## src/rtl/uart_8n1_bit_timed_transceiver_core_macros.svh

```systemverilog
// assertion macros used by the transceiver top level
`ifndef UART_8N1_BIT_TIMED_TRANSCEIVER_CORE_MACROS_SVH
`define UART_8N1_BIT_TIMED_TRANSCEIVER_CORE_MACROS_SVH

// same-cycle implication, checked on every rising edge out of reset
`define UART8N1_ASSERT_NOW(label, ante, cons, msg) \
	label: assert property (@(posedge clk) disable iff (!arst_n) (ante) |-> (cons)) \
		else $error(msg);

// next-cycle implication
`define UART8N1_ASSERT_NEXT(label, ante, cons, msg) \
	label: assert property (@(posedge clk) disable iff (!arst_n) (ante) |=> (cons)) \
		else $error(msg);

`endif

```

## src/rtl/uart8n1_pkg.sv

```systemverilog
// shared types and constants of the uart 8n1 transceiver
package uart8n1_pkg;

	localparam int TIMER_BITS_DEF = 24;

	localparam int PERIOD_W  = 24;
	localparam int TIMEOUT_W = 31;
	localparam int CFG_IDX_W  = 8;
	localparam int CFG_DATA_W = 32;

	localparam logic [CFG_IDX_W-1:0] REG_BIT_PERIOD    = 8'd0;
	localparam logic [CFG_IDX_W-1:0] REG_TIMEOUT_LIMIT = 8'd1;

	localparam logic [PERIOD_W-1:0]  BIT_PERIOD_RST    = 24'd1250;
	localparam logic [TIMEOUT_W-1:0] TIMEOUT_LIMIT_RST = 31'h7ffff000;

	// start + 8 data + stop
	localparam logic [3:0] FRAME_BITS = 4'd10;
	localparam logic [3:0] DATA_BITS  = 4'd8;

	typedef struct packed {
		logic       rx_line;
		logic       send;
		logic [7:0] send_byte;
		logic       listen;
	} tick_t;

	typedef struct packed {
		logic       tx_line;
		logic       tx_busy;
		logic       rx_busy;
		logic       rx_valid;
		logic [7:0] rx_byte;
		logic       rx_timeout;
	} result_t;

	typedef struct packed {
		logic line;
		logic busy;
	} tx_stat_t;

	typedef struct packed {
		logic       busy;
		logic       valid;
		logic [7:0] data;
		logic       timeout;
	} rx_stat_t;

endpackage

```

## src/rtl/uart8n1_if.sv

```systemverilog
// handshake channels of the uart 8n1 transceiver

interface uart8n1_tick_if;
	logic                 valid;
	logic                 ready;
	uart8n1_pkg::tick_t   data;
	modport source (output valid, output data, input ready);
	modport sink   (input valid, input data, output ready);
endinterface

interface uart8n1_result_if;
	logic                 valid;
	logic                 ready;
	uart8n1_pkg::result_t data;
	modport source (output valid, output data, input ready);
	modport sink   (input valid, input data, output ready);
endinterface

interface uart8n1_cfg_if;
	logic                                 valid;
	logic                                 ready;
	logic [uart8n1_pkg::CFG_IDX_W-1:0]    idx;
	logic [uart8n1_pkg::CFG_DATA_W-1:0]   wdata;
	modport source (output valid, output idx, output wdata, input ready);
	modport sink   (input valid, input idx, input wdata, output ready);
endinterface

```

## src/rtl/uart8n1_tx.sv

```systemverilog
// transmit side: frame shifter and bit timer
module uart8n1_tx #(
	parameter int TIMER_BITS = uart8n1_pkg::TIMER_BITS_DEF
) (
	input  logic                       clk,
	input  logic                       arst_n,
	input  logic                       step,
	input  logic                       send,
	input  logic [7:0]                 send_byte,
	input  logic [TIMER_BITS-1:0]      period,
	output uart8n1_pkg::tx_stat_t      stat
);

	logic [9:0]            frame_q, frame_d;
	logic [3:0]            bits_left_q, bits_left_d;
	logic [TIMER_BITS-1:0] timer_q, timer_d;
	logic                  level_q, level_d;

	always_comb begin
		frame_d     = frame_q;
		bits_left_d = bits_left_q;
		timer_d     = timer_q;
		level_d     = level_q;
		if (bits_left_q != 4'd0) begin
			if (timer_q >= period) begin
				timer_d     = TIMER_BITS'(1);
				frame_d     = {1'b0, frame_q[9:1]};
				bits_left_d = bits_left_q - 4'd1;
				// line goes idle once the stop bit has run out
				level_d     = (bits_left_d == 4'd0) ? 1'b1 : frame_d[0];
			end else begin
				timer_d = timer_q + TIMER_BITS'(1);
			end
		end else if (send) begin
			frame_d     = {1'b1, send_byte, 1'b0};
			bits_left_d = uart8n1_pkg::FRAME_BITS;
			timer_d     = TIMER_BITS'(1);
			level_d     = 1'b0;
		end
	end

	always_ff @(posedge clk or negedge arst_n) begin
		if (!arst_n) begin
			frame_q     <= '0;
			bits_left_q <= '0;
			timer_q     <= '0;
			level_q     <= 1'b1;
		end else if (step) begin
			frame_q     <= frame_d;
			bits_left_q <= bits_left_d;
			timer_q     <= timer_d;
			level_q     <= level_d;
		end
	end

	assign stat.line = level_d;
	assign stat.busy = (bits_left_d != 4'd0);

endmodule

```

## src/rtl/uart8n1_rx.sv

```systemverilog
// receive side: start wait with timeout, mid-bit sampler
module uart8n1_rx #(
	parameter int TIMER_BITS = uart8n1_pkg::TIMER_BITS_DEF
) (
	input  logic                                clk,
	input  logic                                arst_n,
	input  logic                                step,
	input  logic                                rx_line,
	input  logic                                listen,
	input  logic [TIMER_BITS-1:0]               period,
	input  logic [TIMER_BITS:0]                 first_target,
	input  logic [uart8n1_pkg::TIMEOUT_W-1:0]   timeout_limit,
	output uart8n1_pkg::rx_stat_t               stat
);

	typedef enum logic [1:0] {
		PH_IDLE,
		PH_WAIT_HIGH,
		PH_WAIT_EDGE,
		PH_SAMPLE
	} phase_t;

	phase_t                              phase_q, phase_d;
	logic [TIMER_BITS:0]                 timer_q, timer_d, timer_inc, target;
	logic [7:0]                          shift_q, shift_d;
	logic [3:0]                          taken_q, taken_d;
	logic [uart8n1_pkg::TIMEOUT_W-1:0]   wait_q, wait_d;
	logic                                got_byte, timed_out;

	// first sample lands half a period past the first full bit
	assign target    = (taken_q == 4'd0) ? first_target : {1'b0, period};
	assign timer_inc = timer_q + (TIMER_BITS+1)'(1);

	always_comb begin
		phase_d   = phase_q;
		timer_d   = timer_q;
		shift_d   = shift_q;
		taken_d   = taken_q;
		wait_d    = wait_q;
		got_byte  = 1'b0;
		timed_out = 1'b0;
		case (phase_q)
			PH_IDLE: begin
				if (listen) begin
					phase_d = PH_WAIT_HIGH;
					wait_d  = '0;
				end
			end
			PH_WAIT_HIGH, PH_WAIT_EDGE: begin
				if (rx_line) begin
					phase_d = PH_WAIT_EDGE;
					if (wait_q >= timeout_limit) begin
						timed_out = 1'b1;
						phase_d   = PH_IDLE;
					end else begin
						wait_d = wait_q + uart8n1_pkg::TIMEOUT_W'(1);
					end
				end else if (phase_q == PH_WAIT_EDGE) begin
					phase_d = PH_SAMPLE;
					timer_d = '0;
					shift_d = '0;
					taken_d = '0;
				end
			end
			PH_SAMPLE: begin
				if (timer_inc >= target) begin
					timer_d = '0;
					shift_d = {rx_line, shift_q[7:1]};
					taken_d = taken_q + 4'd1;
					if (taken_d >= uart8n1_pkg::DATA_BITS) begin
						got_byte = 1'b1;
						phase_d  = PH_IDLE;
					end
				end else begin
					timer_d = timer_inc;
				end
			end
			default: phase_d = PH_IDLE;
		endcase
	end

	always_ff @(posedge clk or negedge arst_n) begin
		if (!arst_n) begin
			phase_q <= PH_IDLE;
			timer_q <= '0;
			shift_q <= '0;
			taken_q <= '0;
			wait_q  <= '0;
		end else if (step) begin
			phase_q <= phase_d;
			timer_q <= timer_d;
			shift_q <= shift_d;
			taken_q <= taken_d;
			wait_q  <= wait_d;
		end
	end

	assign stat.busy    = (phase_d != PH_IDLE);
	assign stat.valid   = got_byte;
	assign stat.data    = got_byte ? shift_d : 8'd0;
	assign stat.timeout = timed_out;

endmodule

```

## src/rtl/uart_8n1_bit_timed_transceiver_core.sv

```systemverilog
// top level of the bit-timed uart 8n1 transceiver
//
// tick channel: one beat per clock tick of bit timing, carrying the sampled
// rx line, a transmit request with its byte, and a request to arm the receiver.
// result channel: one beat per tick beat, with the tx line level, busy flags,
// and a received byte or a start-wait timeout on the tick they occur.
// cfg channel: always ready; index 0 writes bit_period, index 1 timeout_limit,
// other indexes are dropped. write only while no tick beat is in flight.
// path: an accepted tick beat passes two registers, the tick register and
// then the result register, before it shows up on the result channel.
// throughput: one tick beat per cycle while result beats are taken; tx and rx
// each update their state straight from the tick register, so nothing iterates.
// stall: while a result beat waits, the tick register can still take one
// more beat; after that tick ready drops until the result is taken. state only
// advances when a result beat is produced, so stalls never change timing.
// reset: tx line idle high, both sides idle, bit period and timeout limit at their reset values.
`include "uart_8n1_bit_timed_transceiver_core_macros.svh"

module uart_8n1_bit_timed_transceiver_core #(
	parameter int TIMER_BITS = uart8n1_pkg::TIMER_BITS_DEF
) (
	input  logic                    clk,
	input  logic                    arst_n,
	uart8n1_tick_if.sink            tick,
	uart8n1_result_if.source        result,
	uart8n1_cfg_if.sink             cfg
);

	localparam logic [TIMER_BITS-1:0] RST_PERIOD = TIMER_BITS'(uart8n1_pkg::BIT_PERIOD_RST);
	localparam logic [TIMER_BITS:0]   RST_FIRST  =
		{1'b0, RST_PERIOD} + (TIMER_BITS+1)'(RST_PERIOD >> 1);

	logic [uart8n1_pkg::PERIOD_W-1:0]  bit_period_q;
	logic [uart8n1_pkg::TIMEOUT_W-1:0] timeout_limit_q;
	logic [TIMER_BITS:0]               first_target_q;
	logic [TIMER_BITS-1:0]             wr_period, period;
	logic [TIMER_BITS:0]               wr_first;

	logic                  valid_s1;
	uart8n1_pkg::tick_t    tick_s1;
	logic                  out_valid_q;
	uart8n1_pkg::result_t  out_q;
	logic                  adv, step;
	uart8n1_pkg::tx_stat_t tx_stat;
	uart8n1_pkg::rx_stat_t rx_stat;

	// configuration
	assign cfg.ready = 1'b1;
	assign wr_period = TIMER_BITS'(cfg.wdata[uart8n1_pkg::PERIOD_W-1:0]);
	assign wr_first  = {1'b0, wr_period} + (TIMER_BITS+1)'(wr_period >> 1);
	assign period    = TIMER_BITS'(bit_period_q);

	always_ff @(posedge clk or negedge arst_n) begin
		if (!arst_n) begin
			bit_period_q    <= uart8n1_pkg::BIT_PERIOD_RST;
			timeout_limit_q <= uart8n1_pkg::TIMEOUT_LIMIT_RST;
			first_target_q  <= RST_FIRST;
		end else if (cfg.valid) begin
			case (cfg.idx)
				uart8n1_pkg::REG_BIT_PERIOD: begin
					bit_period_q   <= cfg.wdata[uart8n1_pkg::PERIOD_W-1:0];
					first_target_q <= wr_first;
				end
				uart8n1_pkg::REG_TIMEOUT_LIMIT: begin
					timeout_limit_q <= cfg.wdata[uart8n1_pkg::TIMEOUT_W-1:0];
				end
				default: ;
			endcase
		end
	end

	// tick register and result register
	assign adv        = !out_valid_q || result.ready;
	assign step       = valid_s1 && adv;
	assign tick.ready = !valid_s1 || adv;

	always_ff @(posedge clk or negedge arst_n) begin
		if (!arst_n) begin
			valid_s1    <= 1'b0;
			out_valid_q <= 1'b0;
		end else begin
			if (tick.valid && tick.ready) begin
				valid_s1 <= 1'b1;
			end else if (adv) begin
				valid_s1 <= 1'b0;
			end
			if (adv) begin
				out_valid_q <= valid_s1;
			end
		end
	end

	always_ff @(posedge clk) begin
		if (tick.valid && tick.ready) begin
			tick_s1 <= tick.data;
		end
		if (step) begin
			out_q.tx_line    <= tx_stat.line;
			out_q.tx_busy    <= tx_stat.busy;
			out_q.rx_busy    <= rx_stat.busy;
			out_q.rx_valid   <= rx_stat.valid;
			out_q.rx_byte    <= rx_stat.data;
			out_q.rx_timeout <= rx_stat.timeout;
		end
	end

	assign result.valid = out_valid_q;
	assign result.data  = out_q;

	uart8n1_tx #(
		.TIMER_BITS(TIMER_BITS)
	) u_tx (
		.clk       (clk),
		.arst_n    (arst_n),
		.step      (step),
		.send      (tick_s1.send),
		.send_byte (tick_s1.send_byte),
		.period    (period),
		.stat      (tx_stat)
	);

	uart8n1_rx #(
		.TIMER_BITS(TIMER_BITS)
	) u_rx (
		.clk           (clk),
		.arst_n        (arst_n),
		.step          (step),
		.rx_line       (tick_s1.rx_line),
		.listen        (tick_s1.listen),
		.period        (period),
		.first_target  (first_target_q),
		.timeout_limit (timeout_limit_q),
		.stat          (rx_stat)
	);

	// a byte and a timeout cannot finish on the same tick
	`UART8N1_ASSERT_NOW(a_valid_xor_timeout, out_valid_q, !(out_q.rx_valid && out_q.rx_timeout), "rx byte and timeout together")
	// completion ends the receive, so busy must be low with it
	`UART8N1_ASSERT_NOW(a_done_not_busy, out_valid_q && (out_q.rx_valid || out_q.rx_timeout), !out_q.rx_busy, "rx busy after completion")
	`UART8N1_ASSERT_NOW(a_byte_zero, out_valid_q && !out_q.rx_valid, out_q.rx_byte == 8'd0, "rx byte set without valid")
	// a held tick beat is not lost while the result side stalls
	`UART8N1_ASSERT_NEXT(a_s1_holds, valid_s1 && !adv, valid_s1, "tick register dropped a beat")

endmodule

```

## src/flat_wrapper.sv

```systemverilog
// flat-port wrapper written by rule: the top's interface ports become plain ports
module uart_8n1_bit_timed_transceiver_core_flat 
#(
	parameter int TIMER_BITS = uart8n1_pkg::TIMER_BITS_DEF
)
  (clk, arst_n, tick_valid, tick_data, tick_ready, result_valid, result_data, result_ready, cfg_valid, cfg_idx, cfg_wdata, cfg_ready);
  uart8n1_tick_if tick_i ();
  uart8n1_result_if result_i ();
  uart8n1_cfg_if cfg_i ();
  input  logic clk;
  input  logic arst_n;
  input wire logic [$bits(tick_i.valid)-1:0] tick_valid;
  input wire logic [$bits(tick_i.data)-1:0] tick_data;
  output wire logic [$bits(tick_i.ready)-1:0] tick_ready;
  output wire logic [$bits(result_i.valid)-1:0] result_valid;
  output wire logic [$bits(result_i.data)-1:0] result_data;
  input wire logic [$bits(result_i.ready)-1:0] result_ready;
  input wire logic [$bits(cfg_i.valid)-1:0] cfg_valid;
  input wire logic [$bits(cfg_i.idx)-1:0] cfg_idx;
  input wire logic [$bits(cfg_i.wdata)-1:0] cfg_wdata;
  output wire logic [$bits(cfg_i.ready)-1:0] cfg_ready;
  assign tick_i.valid = tick_valid;
  assign tick_i.data = tick_data;
  assign tick_ready = tick_i.ready;
  assign result_valid = result_i.valid;
  assign result_data = result_i.data;
  assign result_i.ready = result_ready;
  assign cfg_i.valid = cfg_valid;
  assign cfg_i.idx = cfg_idx;
  assign cfg_i.wdata = cfg_wdata;
  assign cfg_ready = cfg_i.ready;
  uart_8n1_bit_timed_transceiver_core #(.TIMER_BITS(TIMER_BITS)) u_core (.clk(clk), .arst_n(arst_n), .tick(tick_i), .result(result_i), .cfg(cfg_i));
endmodule
```

## config.mk

```make
export PLATFORM = sky130hd
export DESIGN_NAME = uart_8n1_bit_timed_transceiver_core_flat
export DESIGN_NICKNAME = d
export VERILOG_FILES = /design/src/rtl/uart8n1_pkg.sv /design/src/rtl/uart8n1_if.sv /design/src/rtl/uart8n1_tx.sv /design/src/rtl/uart8n1_rx.sv /design/src/rtl/uart_8n1_bit_timed_transceiver_core.sv /design/src/flat_wrapper.sv
export VERILOG_INCLUDE_DIRS = /design/src /design/src/rtl
export SDC_FILE = /design/constraint.sdc
export NUM_CORES = 1
export LEC_CHECK = 0
export ABC_AREA = 1
export BUFFER_PORTS_ARGS = -buffer_cell sky130_fd_sc_hd__buf_4
export CAP_MARGIN = 10
export CORE_MARGIN = 3
export CORE_UTILIZATION = 35
export DETAILED_ROUTE_END_ITERATION = 12
export HOLD_SLACK_MARGIN = 0.15
export PLACE_DENSITY = 0.55
export SKIP_LAST_GASP = 1
export SYNTH_ARGS = -nofsm -noshare
export SYNTH_HDL_FRONTEND = slang
export SYNTH_SLANG_ARGS = --single-unit
```

## constraint.sdc

```tcl
create_clock -name clk -period 4.4 [get_ports clk]
set_clock_uncertainty 0.2 [all_clocks]
set_input_delay 0.44 -clock clk [delete_from_list [all_inputs] [get_ports clk]]
set_output_delay 0.44 -clock clk [all_outputs]
set_load 0.02 [all_outputs]
```

# Word-level counts from Yosys, hierarchy flattened
# Index checks and enable logic that the tools add are counted.
# op_classes
shifts	0
magnitude_cmp	4
bitwise_logic	0
div	0
multipliers	0
n_reduce_logical	26
add_sub_neg	6
mux	43
n_eq_ne	11
# ops
cell	count
two-way mux 25 bit	4
two-way mux 31 bit	3
two-way mux 24 bit	3
one-hot mux 31 bit (2 select lines)	1
one-hot mux 25 bit (2 select lines)	1
adder 31 x 1 -> 31 bit, second input constant	1
>= comparator 31 bit	1
two-way mux 10 bit	3
adder 24 x 23 -> 25 bit	1
adder 25 x 1 -> 25 bit, second input constant	1
>= comparator 25 bit	1
adder 24 x 1 -> 24 bit, second input constant	1
>= comparator 24 bit	1
two-way mux 4 bit	6
two-way mux 8 bit	3
one-hot mux 8 bit (2 select lines)	1
two-way mux 2 bit	6
two-way mux 1 bit	10
AND reduction 5 bit	2
nonzero test 2 bit	5
== test 8 x 1 -> 1 bit, second input constant	1
logical NOT 4 bit	2
logical NOT 8 bit	1
inequality test 2 bit, second input constant	4
17 further kinds	27
# totals
ramBits	0
mem_bits_ro	0
register_bits	215
mem_count	0
latch_bits	0
word_cells	114

# Depth between registers and ports, before layout
# Gate-level depths: netlist of the first run.
# logic_depth
ltp_word	6
ltp_mapped	28
depth_no_buf	28

# Modules after synthesis
# From an unflattened synthesis of the first run, not the netlist that was laid out.
# hier_totals
cells_unflattened	2073
area_unflattened_um2	15207.1
# modules_own_cells
mod	instances	seq_area_each_um2	cells_per_inst	area_per_inst_um2
uart8n1_rx	1	1751.7	941	6480.0
uart_8n1_bit_timed_transceiver_core	1	2811.4	712	5696.7
uart8n1_tx	1	952.2	420	3030.4

# Worst setup path after synthesis of the first run
# OpenSTA, ideal clock, no wires.
# synth_path
path_type	register to register
from	reg u_core.u_rx.timer_q[0]
to	reg u_core.out_q (netlist bit u_core.result.data[2]) (data pin)
slack_ps	834
setup_time_ps	263
stages_incl_launch_ff	26
path_buffers	1
arrival_ps	3103
path_cell_list	dfrtp_1 > ha_1 > nand2_1 > nor2_1 > inv_1 > nor2_1 > nand2_1 > nor2_1 > nand2_1 > inv_1 > nand4_1 > xor2_1 > inv_1 > ha_1 > nand2_1 > inv_1 > nand2_1 > nor2_1 > and2_1 > nand2_1 > nand3_2 > buf_2 > o211ai_1 > nand2_1 > nand2_1 > nor2_1
# synth_between
elab_chain_cells	4
elab_cells_between_ends	6
# synth_rtl
item	line_no	rtl
start, declared	uart8n1_rx.sv:24	logic [TIMER_BITS:0] timer_q, timer_d, timer_inc, target;
start signal, assigned	uart8n1_rx.sv:91	timer_q <= timer_d;
adder 25 x 1 -> 25 bit (*)	uart8n1_rx.sv:32	assign timer_inc = timer_q + (TIMER_BITS+1)'(1);
>= comparator 25 bit (*)	uart8n1_rx.sv:66	if (timer_inc >= target) begin
two-way mux 8 bit or two-way mux 1 bit (tied branches)	uart8n1_rx.sv:66	
one-hot mux 8 bit (2 select lines) or two-way mux 1 bit (tied branches)	uart8n1_rx.sv:42	case (phase_q)
end, declared	uart_8n1_bit_timed_transceiver_core.sv:42	uart8n1_pkg::result_t out_q;
# Every way passes the cells marked *; elsewhere a longest branch is shown, timed or not.
# A chain may end at the register's enable or synchronous reset.

# Worst setup path in the final report of the first run
# layout_path
from	reg u_core.u_rx.timer_q[0]
to	reg u_core.out_q (netlist bit u_core.result.data[5]) (data pin)
# The elaborated chain is that of the path after synthesis.

==> results of run 1 <==
[Yosys cell counts (15+ instances only)]
library cell	count
nor2_1	151
nor3_1	38
ha_1	117
nand3_1	95
nand4_1	35
inv_1	253
a21oi_1	60
nand2_1	504
a31oi_1	22
clkbuf_1	24
xor2_1	43
edfxtp_1	24
dfrtp_1	158
dfstp_2	32
o21ai_0	141
buf_2	15
[worst reg2reg max path, delay by kind of cell, from the launching register on]
kind / cells / cell delay [ps]
and+or+nand+nor: 16 / 1640
buffers and inverters: 6 / 580
adders and majority gates: 2 / 540
DFF: 1 / 400
xor gates and xnor gates: 1 / 190
AOI/OAI and AO/OA: 1 / 170
[final timing paths]
kind | from | cells after the start | end | slack [ps]
max | u_core.u_rx.timer_q[0] | 26 | u_core.result.data[5] | 440
min | arst_n | 2 | u_core.timeout_limit_q[9] | 260
max reg2reg | u_core.u_rx.timer_q[0] | 26 | u_core.result.data[5] | 440
min reg2reg | u_core.u_tx.frame_q[6] | 2 | u_core.u_tx.frame_q[6] | 280
max in group asynchronous | arst_n | 3 | u_core.u_tx.frame_q[7] | 2700
min in group clk | u_core.u_tx.frame_q[6] | 2 | u_core.u_tx.frame_q[6] | 280
[power by group]
group | leakage (µW) | internal (µW) | switching, µW | total, µW
Clock | 0.000501 | 1590 | 907 | 2500
Combinational | 0.00499 | 1270 | 2580 | 3850
Sequential | 0.00262 | 2330 | 318 | 2650
Total | 0.00811 | 5190 | 3800 | 9000
[metal layers]
metal	share of wire [%]	vias to the layer above	wire [µm]	track usage, %
li1	-	6368	-	-
met1	46	5961	17900	24.2
met2	47	210	18600	30.5
met3	3.8	66	1490	2.23
met4	3.0	0	1190	5.23
met5	0	-	0	0
[flip-flops by register name, summed over array words and instances (netlist names), 11 cells and up]
| name | cells |
|---|---|
| u_core.bit_period_q | 24 |
| u_core.first_target_q | 25 |
| u_core.result.data | 13 |
| u_core.tick_s1 | 11 |
| u_core.timeout_limit_q | 31 |
| u_core.u_rx.timer_q | 25 |
| u_core.u_rx.wait_q | 31 |
| u_core.u_tx.timer_q | 24 |
[layout make-up]
class                           count  share of cell area, %
Inverter                          260                   5.82
Clock inverter                     14                   1.16
Sequential cell                   214                   32.8
Tap cell                          525                   3.91
Multi-Input combinational cell   1354                   44.9
Clock buffer                       38                   4.88
Timing Repair Buffer              128                   6.53
[timing repair]
item | 4_1_cts | 5_1_grt
resized for setup | 0 | 3
hold buffers | 47 | 0
setup buffers | 0 | 2
hold endpoints to repair | 137 | 0
endpoints found under the setup margin | 0 | 10
[cell families (layout without fill, tap and decap cells)]
group | after synthesis | after routing | share of synthesized area, %
AO/OA/AOI/OAI | 289 | 289 | 11.3
XOR/XNOR | 56 | 56 | 3.43
adder cells (fa/ha/maj) | 118 | 118 | 10.4
buffers and inverters | 307 | 440 | 8.73
flip-flops | 214 | 214 | 38.6
multiplexers | 8 | 8 | 0.630
other | 1 | 1 | 0.0262
AND/OR/NAND/NOR | 882 | 882 | 26.9
[stage by stage]
stage	cells	util (%)	TNS, ps
2_1_floorplan	1875	-	0
3_3_place_gp	2432	38.2	0
3_5_place_dp	2432	38.2	0
4_1_cts	2531	41.9	0
5_1_grt	2533	42.0	-48.8
6_report	2533	42.0	0
==> flow_metrics.py, run 1 <==
metrics = {
    "outcome": {
        "status": "finished, final reports clean",
    },
    "global_routing": {
        "grt_overflow": 0,
        "grt_max_degree": 111,
        "grt_pass1_wl_um": 64400,
        "antenna_found_initial": 0,
        "grt_pass1_vias": 12300,
        "grt_usage_pct": 18.0,
    },
    "synthesis": {
        "postSynthAreaPerCell_um2": 7.62,
        "synth_cell_types": 52,
        "syn_inst": 1875,
        "synth_edf_count": 24,
        "ys_ff_latch": 214,
        "synthArstFlopShare_pct": 88.8,
        "synth.top_cell.area_share_pct": 27.7,
        "yosysTopAreaCell": "dfrtp_1",
        "seq_area_frac_synth_pct": 38.6,
        "yosys_warnings": 0,
        "synth_area_leaders": "dfrtp_1 (28%), nand2_1 (13%), ha_1 (10%)",
        "synth_fp_nets": 2049,
        "synth_area_um2": 14300,
        "synth_ff_type": "dfrtp_1",
    },
    "timing": {
        "max_freq_mhz": 253,
        "holdWs_ps": 256,
        "slew_headroom_pct": 35.0,
        "hold_violations": 0,
        "max_slew.worst_pin.slew_ps": 974,
        "finalWorstSetupSlack_ps": 441,
        "min_period_ps": 3960,
        "post-route-period-util_pct": 90.0,
        "setup_viol": 0,
        "drv_slew": 0,
    },
    "detailed_routing": {
        "drt_iter0_drc": 765,
        "viasPerCell": 4.98,
        "routed-via-count": 12600,
        "drtAntennaViolNets": 0,
        "dr.pass1.iters": 5,
        "drc": 0,
        "wl_um": 39100,
        "wire_per_inst_um": 15.4,
    },
    "placement": {
        "hpwlAfterDp_um": 29200,
        "dpl-instance-area_um2": 15300,
        "io_buffers": 69,
        "place_congestion": 0.865,
        "pre_cts_slack_ps": 373,
    },
    "floorplanning": {
        "design.die.area_um2": 43300,
        "core_um2": 40000,
        "start_util_pct": 35.7,
        "io_pins": 72,
        "chipWidth_um": 208,
        "dieHeight_um": 208,
        "core.rowCount": 73,
    },
    "power_and_ir_drop": {
        "fin_total_pwr_uw": 9000,
        "peakVddDrop_v": 0.000352,
        "p_per_area_nw_per_um2": 535,
        "power_leakage_uw": 0.00811,
    },
    "worst_setup_path": {
        "startpoint_type": "register",
        "path_class": "reg2reg",
        "arrival_ps": 4060,
        "cp_num_buf_inv": 6,
        "cpMostUsedCell": "nand2_1",
        "crit_slowest_cell": "dfrtp_1",
        "cpPeakStageDelay_ps": 400,
        "cp-end-kind": "register",
        "worstPathRequired_ps": 4500,
        "crit_family": "simple AND/OR/NAND/NOR gates",
        "crit_fanout": 16,
    },
    "clocking": {
        "cts-root-buf": "clkbuf_16",
        "tritoncts": "yes",
        "clkLatencyLatePin_ps": 560,
        "clk_pin_slew_ps": 60,
        "cts_made_buffers": 28,
        "htree_levels": 1,
        "cts_buffer_depth": 3,
        "tritoncts_num_sinks": 214,
    },
    "finish": {
        "antenna_cells": 0,
        "final_cell_mix": "nand2_1 (503), inv_1 (253), dfrtp_1 (158)",
        "drive_gt1_share_pct": 11.3,
        "final_nets": 2160,
        "fillers": 4059,
        "finalInstanceArea_um2": 16800,
        "final_common_cell": "nand2_1",
        "multi_input_area_um2": 7550,
        "syn_to_final_growth_pct": 17.6,
        "final-seq-area_um2": 5520,
    },
    "min_path": {
        "hold_path.class": "in2async",
    },
    "run": {
        "cap_violations": 0,
    },
}
(Power assumes the default switching activity.)
==> inputs of run 2 (changes only) <==
--- a/config.mk
+++ b/config.mk
@@ -14,6 +14,7 @@
 export DETAILED_ROUTE_END_ITERATION = 12
 export HOLD_SLACK_MARGIN = 0.15
 export PLACE_DENSITY = 0.55
+export REMOVE_ABC_BUFFERS = 1
 export SKIP_LAST_GASP = 1
 export SYNTH_ARGS = -nofsm -noshare
 export SYNTH_HDL_FRONTEND = slang
==> run 2 against run 1 <==
Compared with the run above:
- critical path type unchanged
- sequential power about the same
- wire length down 3.8%
- largest power group unchanged
- register-to-register slack lost 90 ps
- clock-buffer cell count up 2
==> flow_metrics.py, run 2 (synthesis gave the netlist of run 1 again) <==
metrics = {
    "detailed_routing": {
        "drt_iter0_drc": 590,
        "drc": 0,
        "wl_um": 37600,
        "drtAntennaViolNets": 0,
        "dr.pass1.iters": 7,
        "viasPerCell": 4.94,
        "wire_per_inst_um": 14.9,
        "routed-via-count": 12500,
    },
    "timing": {
        "max_freq_mhz": 247,
        "min_period_ps": 4050,
        "setup_viol": 0,
        "max_slew.worst_pin.slew_ps": 996,
        "post-route-period-util_pct": 92.1,
        "slew_headroom_pct": 33.5,
        "hold_violations": 0,
        "finalWorstSetupSlack_ps": 346,
        "drv_slew": 0,
    },
    "global_routing": {
        "grt_max_degree": 92,
        "grt_overflow": 0,
        "grt_usage_pct": 17.1,
        "antenna_found_initial": 0,
        "grt_pass1_vias": 12200,
        "grt_pass1_wl_um": 61800,
    },
    "worst_setup_path": {
        "path_class": "reg2reg",
        "rr_worst_depth": 26,
        "startpoint_type": "register",
        "arrival_ps": 4140,
        "crit_slowest_cell": "dfrtp_2",
        "cpPeakStageDelay_ps": 390,
        "cpMostUsedCell": "nand2_1",
        "crit_fanout": 11,
        "worstPathRequired_ps": 4480,
        "cp-end-kind": "register",
    },
    "clocking": {
        "clk_pin_slew_ps": 60,
        "cts-root-buf": "clkbuf_16",
        "cts_buffer_depth": 3,
        "clkLatencyLatePin_ps": 550,
        "tritoncts_num_sinks": 214,
        "cts_made_buffers": 26,
        "tritoncts": "yes",
        "htree_levels": 1,
    },
    "finish": {
        "final_nets": 2159,
        "finalInstanceArea_um2": 16600,
        "syn_to_final_growth_pct": 16.4,
        "final_cell_mix": "nand2_1 (503), inv_1 (253), dfrtp_1 (157)",
        "final_common_cell": "nand2_1",
        "final_util_pct": 41.6,
        "final-seq-area_um2": 5520,
        "antenna_cells": 0,
        "fillers": 4135,
        "drive_gt1_share_pct": 11.1,
        "instances_no_fill": 2530,
        "top_regs": "u_core.timeout_limit_q: 31 flops, u_core.u_rx.wait_q: 31 flops",
        "multi_input_area_um2": 7550,
    },
    "power_and_ir_drop": {
        "power_leakage_uw": 0.00802,
        "fin_total_pwr_uw": 8610,
        "p_per_area_nw_per_um2": 517,
        "peakVddDrop_v": 0.000296,
    },
    "outcome": {
        "status": "finished, final reports clean",
    },
    "floorplanning": {
        "core_um2": 40000,
        "dieHeight_um": 208,
        "io_pins": 72,
        "core.rowCount": 73,
        "chipWidth_um": 208,
        "start_util_pct": 35.7,
        "design.die.area_um2": 43300,
    },
    "placement": {
        "hpwlAfterDp_um": 28300,
        "pre_cts_slack_ps": 125,
        "dpl-instance-area_um2": 15300,
        "place_congestion": 0.886,
        "place_inst": 2434,
        "io_buffers": 69,
    },
    "min_path": {
        "whs_path_depth": 2,
        "hold_path.class": "reg2reg",
    },
    "run": {
        "cap_violations": 0,
    },
}
-- run 2: cell count changes in the layout (fill, tap and decap cells not counted) --
cell and change:
bufinv_16 -5, clkbuf_1 +4, buf_4 +2, clkbuf_16 -2, clkinv_1 -2, buf_12 -1
clkinv_2 -1, clkinv_4 +1, clkinvlp_4 +1, dfrtp_1 -1, dfrtp_2 +1, nand3_2 -1
nand3_4 +1
-- run 2: final cells by class --
type                    instances  share of cell area, %
multi-input cells            1354                   45.4
clock inverters                 8                  0.293
flip-flops and latches        214                   33.2
repair buffers                129                   6.57
clock buffers                  40                   4.72
well taps                     525                   3.95
inverters                     260                   5.88
-- run 2: repair_timing --
action,in CTS,in global routing
setup buffers,0,1
endpoints found under the hold margin,148,0
gates resized for setup,0,5
hold buffers,47,0
setup endpoints to repair,0,37
-- run 2: worst paths after layout --
path | start | slack (ps) | end
min in group asynchronous | arst_n | 340 | u_core.u_rx.wait_q[5]
hold reg to reg | u_core.first_target_q[9] | 270 | u_core.first_target_q[9]
setup reg to reg | u_core.u_rx.timer_q[0] | 350 | u_core.result.data[2]
setup / recovery | u_core.u_rx.timer_q[0] | 350 | u_core.result.data[2]
max in group asynchronous | arst_n | 2650 | u_core.timeout_limit_q[20]
hold / removal | u_core.first_target_q[9] | 270 | u_core.first_target_q[9]
-- run 2: worst max-delay path: cells and delay by family (launching register included) --
kind	cells	cell delay [ps]
fa+ha+maj	2	520
compound gates	1	170
buf+inv	6	530
flops	1	390
xor+xnor	1	200
simple gates	16	1730
-- run 2: report_power, final --
part / internal (µW) / switching, µW / total [µW]
combinational: 1300 / 2580 / 3880
sequential: 2330 / 308 / 2640
clock: 1230 / 866 / 2090
total: 4850 / 3750 / 8610
-- run 2: per-layer routing --
| metal | wire length, µm | part of all wire (%) | global-route usage [%] |
|---|---|---|---|
| met1 | 17600 | 47 | 22.8 |
| met2 | 17900 | 48 | 29.7 |
| met3 | 1360 | 3.6 | 2.26 |
| met4 | 742 | 2.0 | 3.65 |
| met5 | 0 | 0 | 0 |
-- run 2: stage by stage --
step | TNS (ps) | hold slack (ps)
after floorplan | 0 | -55.6
after global placement | 0 | 256
after detailed placement | 0 | 263
after CTS | 0 | 272
after global routing | -18.8 | 289
final | 0 | 273
==> inputs of run 3 (changes only) <==
--- a/config.mk
+++ b/config.mk
@@ -7,13 +7,14 @@
 export NUM_CORES = 1
 export LEC_CHECK = 0
 export ABC_AREA = 1
-export BUFFER_PORTS_ARGS = -buffer_cell sky130_fd_sc_hd__buf_4
 export CAP_MARGIN = 10
 export CORE_MARGIN = 3
 export CORE_UTILIZATION = 35
+export CTS_CLUSTER_DIAMETER = 120
 export DETAILED_ROUTE_END_ITERATION = 12
+export DONT_BUFFER_PORTS = 1
 export HOLD_SLACK_MARGIN = 0.15
-export PLACE_DENSITY = 0.55
+export PLACE_DENSITY = 0.54
 export REMOVE_ABC_BUFFERS = 1
 export SKIP_LAST_GASP = 1
 export SYNTH_ARGS = -nofsm -noshare
==> run 3 against run 2 <==
Compared with the run above:
- via count decreased by 2.3%
- wire length increased by 0.30%
- global-route usage increased by 0.11 points
- critical endpoint is now u_core.result.data[5]
- highest routed layer unchanged
- the flow now finishes with violations (negative hold slack)
- sequential share of layout area increased by 0.92 points
- first-iteration DRC count increased by 6.1%
- worst hold slack got worse by 870 ps
==> flow_metrics.py, run 3 (synthesis gave the netlist of run 1 again) <==
metrics = {
    "outcome": {
        "status": "complete, but fails checks",
        "violations": "negative hold slack",
    },
    "run": {
        "cap_violations": 0,
    },
    "timing": {
        "hold_violations": 190,
        "post-route-period-util_pct": 90.7,
        "max_freq_mhz": 251,
        "finalSetupTns_ps": 0,
        "min_period_ps": 3990,
        "rsz0062_at_grt": "true",
        "drv_slew": 0,
        "holdWs_ps": -600,
        "max_slew.worst_pin.slew_ps": 1020,
        "setup_viol": 0,
        "slew_headroom_pct": 31.8,
    },
    "detailed_routing": {
        "dr.pass1.iters": 7,
        "drc": 0,
        "drt_iter0_drc": 626,
        "routed-via-count": 12200,
        "drtAntennaViolNets": 0,
        "viasPerCell": 4.97,
        "wl_um": 37800,
        "wire_per_inst_um": 15.4,
    },
    "worst_setup_path": {
        "crit_slowest_cell": "dfrtp_1",
        "rr_startpoint": "u_core.u_rx.timer_q[0]",
        "cp-endpoint": "u_core.result.data[5]",
        "path_class": "reg2reg",
        "startpoint_type": "register",
        "cpMostUsedCell": "nand2_1",
        "critPathLaunch": "u_core.u_rx.timer_q[0]",
        "worstPathRequired_ps": 4500,
        "crit_fanout": 16,
        "ff2ff_setup_slack_ps": 410,
        "r2r_end": "u_core.result.data[5]",
        "cpPeakStageDelay_ps": 400,
        "arrival_ps": 4100,
        "cp-end-kind": "register",
        "rr_worst_depth": 25,
    },
    "floorplanning": {
        "dieHeight_um": 208,
        "core.rowCount": 73,
        "design.die.area_um2": 43300,
        "io_pins": 72,
        "chipWidth_um": 208,
        "core_um2": 40000,
        "start_util_pct": 35.7,
    },
    "clocking": {
        "cts_buffer_depth": 3,
        "cts_hold_buf": 46,
        "clk_pin_slew_ps": 60,
        "tritoncts_num_sinks": 214,
        "cts_made_buffers": 27,
        "htree_levels": 1,
        "tritoncts": "yes",
        "clkLatencyLatePin_ps": 560,
        "cts-root-buf": "clkbuf_16",
    },
    "finish": {
        "drive_gt1_share_pct": 7.76,
        "top_regs": "u_core.timeout_limit_q: 31 flops, u_core.u_rx.wait_q: 31 flops",
        "finalInstanceArea_um2": 16200,
        "final_common_cell": "nand2_1",
        "final_cell_mix": "nand2_1 (503), inv_1 (253), dfrtp_1 (158)",
        "final_nets": 2085,
        "syn_to_final_growth_pct": 13.2,
    },
    "placement": {
        "place_congestion": 0.910,
        "hpwlAfterDp_um": 27600,
        "io_buffers": 0,
        "dpl-instance-area_um2": 14700,
    },
    "global_routing": {
        "grt_pass1_vias": 12000,
        "grt_usage_pct": 17.2,
        "grt_overflow": 0,
        "antenna_found_initial": 1,
        "grt_max_degree": 191,
        "grt_pass1_wl_um": 61800,
    },
    "power_and_ir_drop": {
        "p_per_area_nw_per_um2": 546,
        "power_leakage_uw": 0.00771,
        "peakVddDrop_v": 0.000337,
    },
    "min_path": {
        "hold_path.class": "in2async",
    },
}
==> run 3: what timing repair did <==
action | 4_1_cts | 5_1_grt
resized for setup | 0 | 4
setup buffers | 0 | 2
endpoints found under the setup margin | 0 | 31
hold endpoints to repair | 282 | 190
==> run 3: metal layers <==
| metal | vias up | wire length [µm] | track usage [%] |
|---|---|---|---|
| met5 | - | 0 | 0 |
| met4 | 0 | 950 | 4.35 |
| met3 | 58 | 1360 | 2.52 |
| met2 | 202 | 17900 | 29.3 |
| met1 | 5736 | 17500 | 23.1 |
| li1 | 6212 | - | - |
==> run 3: worst min path at each step <==
| stage | slack [ps] | startpoint | to | depth (start not counted) |
|---|---|---|---|---|
| floorplan | -60 | arst_n | u_core.bit_period_q[0] | 0 |
| global placement | -30 | arst_n | u_core.u_rx.wait_q[4] | 0 |
| detailed placement | -30 | arst_n | u_core.u_rx.wait_q[7] | 0 |
| CTS | -630 | arst_n | u_core.first_target_q[5] | 0 |
| global route | -630 | arst_n | u_core.u_rx.wait_q[7] | 0 |
| finish | -600 | arst_n | u_core.u_rx.wait_q[7] | 0 |
==> run 3: where the power goes <==
group          total, µW  switching, µW  internal, µW
Sequential          2660            334          2330
Clock               2430            922          1500
Combinational       3750           2520          1230
==> run 3: cell type report <==
cell class / count / area, µm²
sequential: 214 / 5520
clock buffer: 37 / 763
tap: 525 / 657
multi-input combinational: 1354 / 7540
fill: 4115 / 23800
inverter: 260 / 978
timing repair buffer: 54 / 524
antenna: 1 / 2.50
clock inverter: 13 / 198
==> run 3: metrics by stage <==
step / power [µW] / hold WS (ps) / instances / setup WS [ps] / utilization (%)
2_1_floorplan: 5320 / -55.6 / 1828 / 218 / -
3_5_place_dp: 6380 / -33.7 / 2359 / 379 / 36.8
4_1_cts: 8910 / -627 / 2455 / 343 / 40.4
3_3_place_gp: 6280 / -34.3 / 2359 / 392 / 36.8
6_report: 8840 / -600 / 2458 / 409 / 40.4
5_1_grt: 9580 / -632 / 2457 / 4.22 / 40.4
==> run 3: worst max-delay path: cells and delay by family (launching register included) <==
kind	cells	cell delay, ps
flops	1	400
compound gates	1	190
xor+xnor	1	240
fa+ha+maj	2	540
buf+inv	5	480
simple gates	16	1680
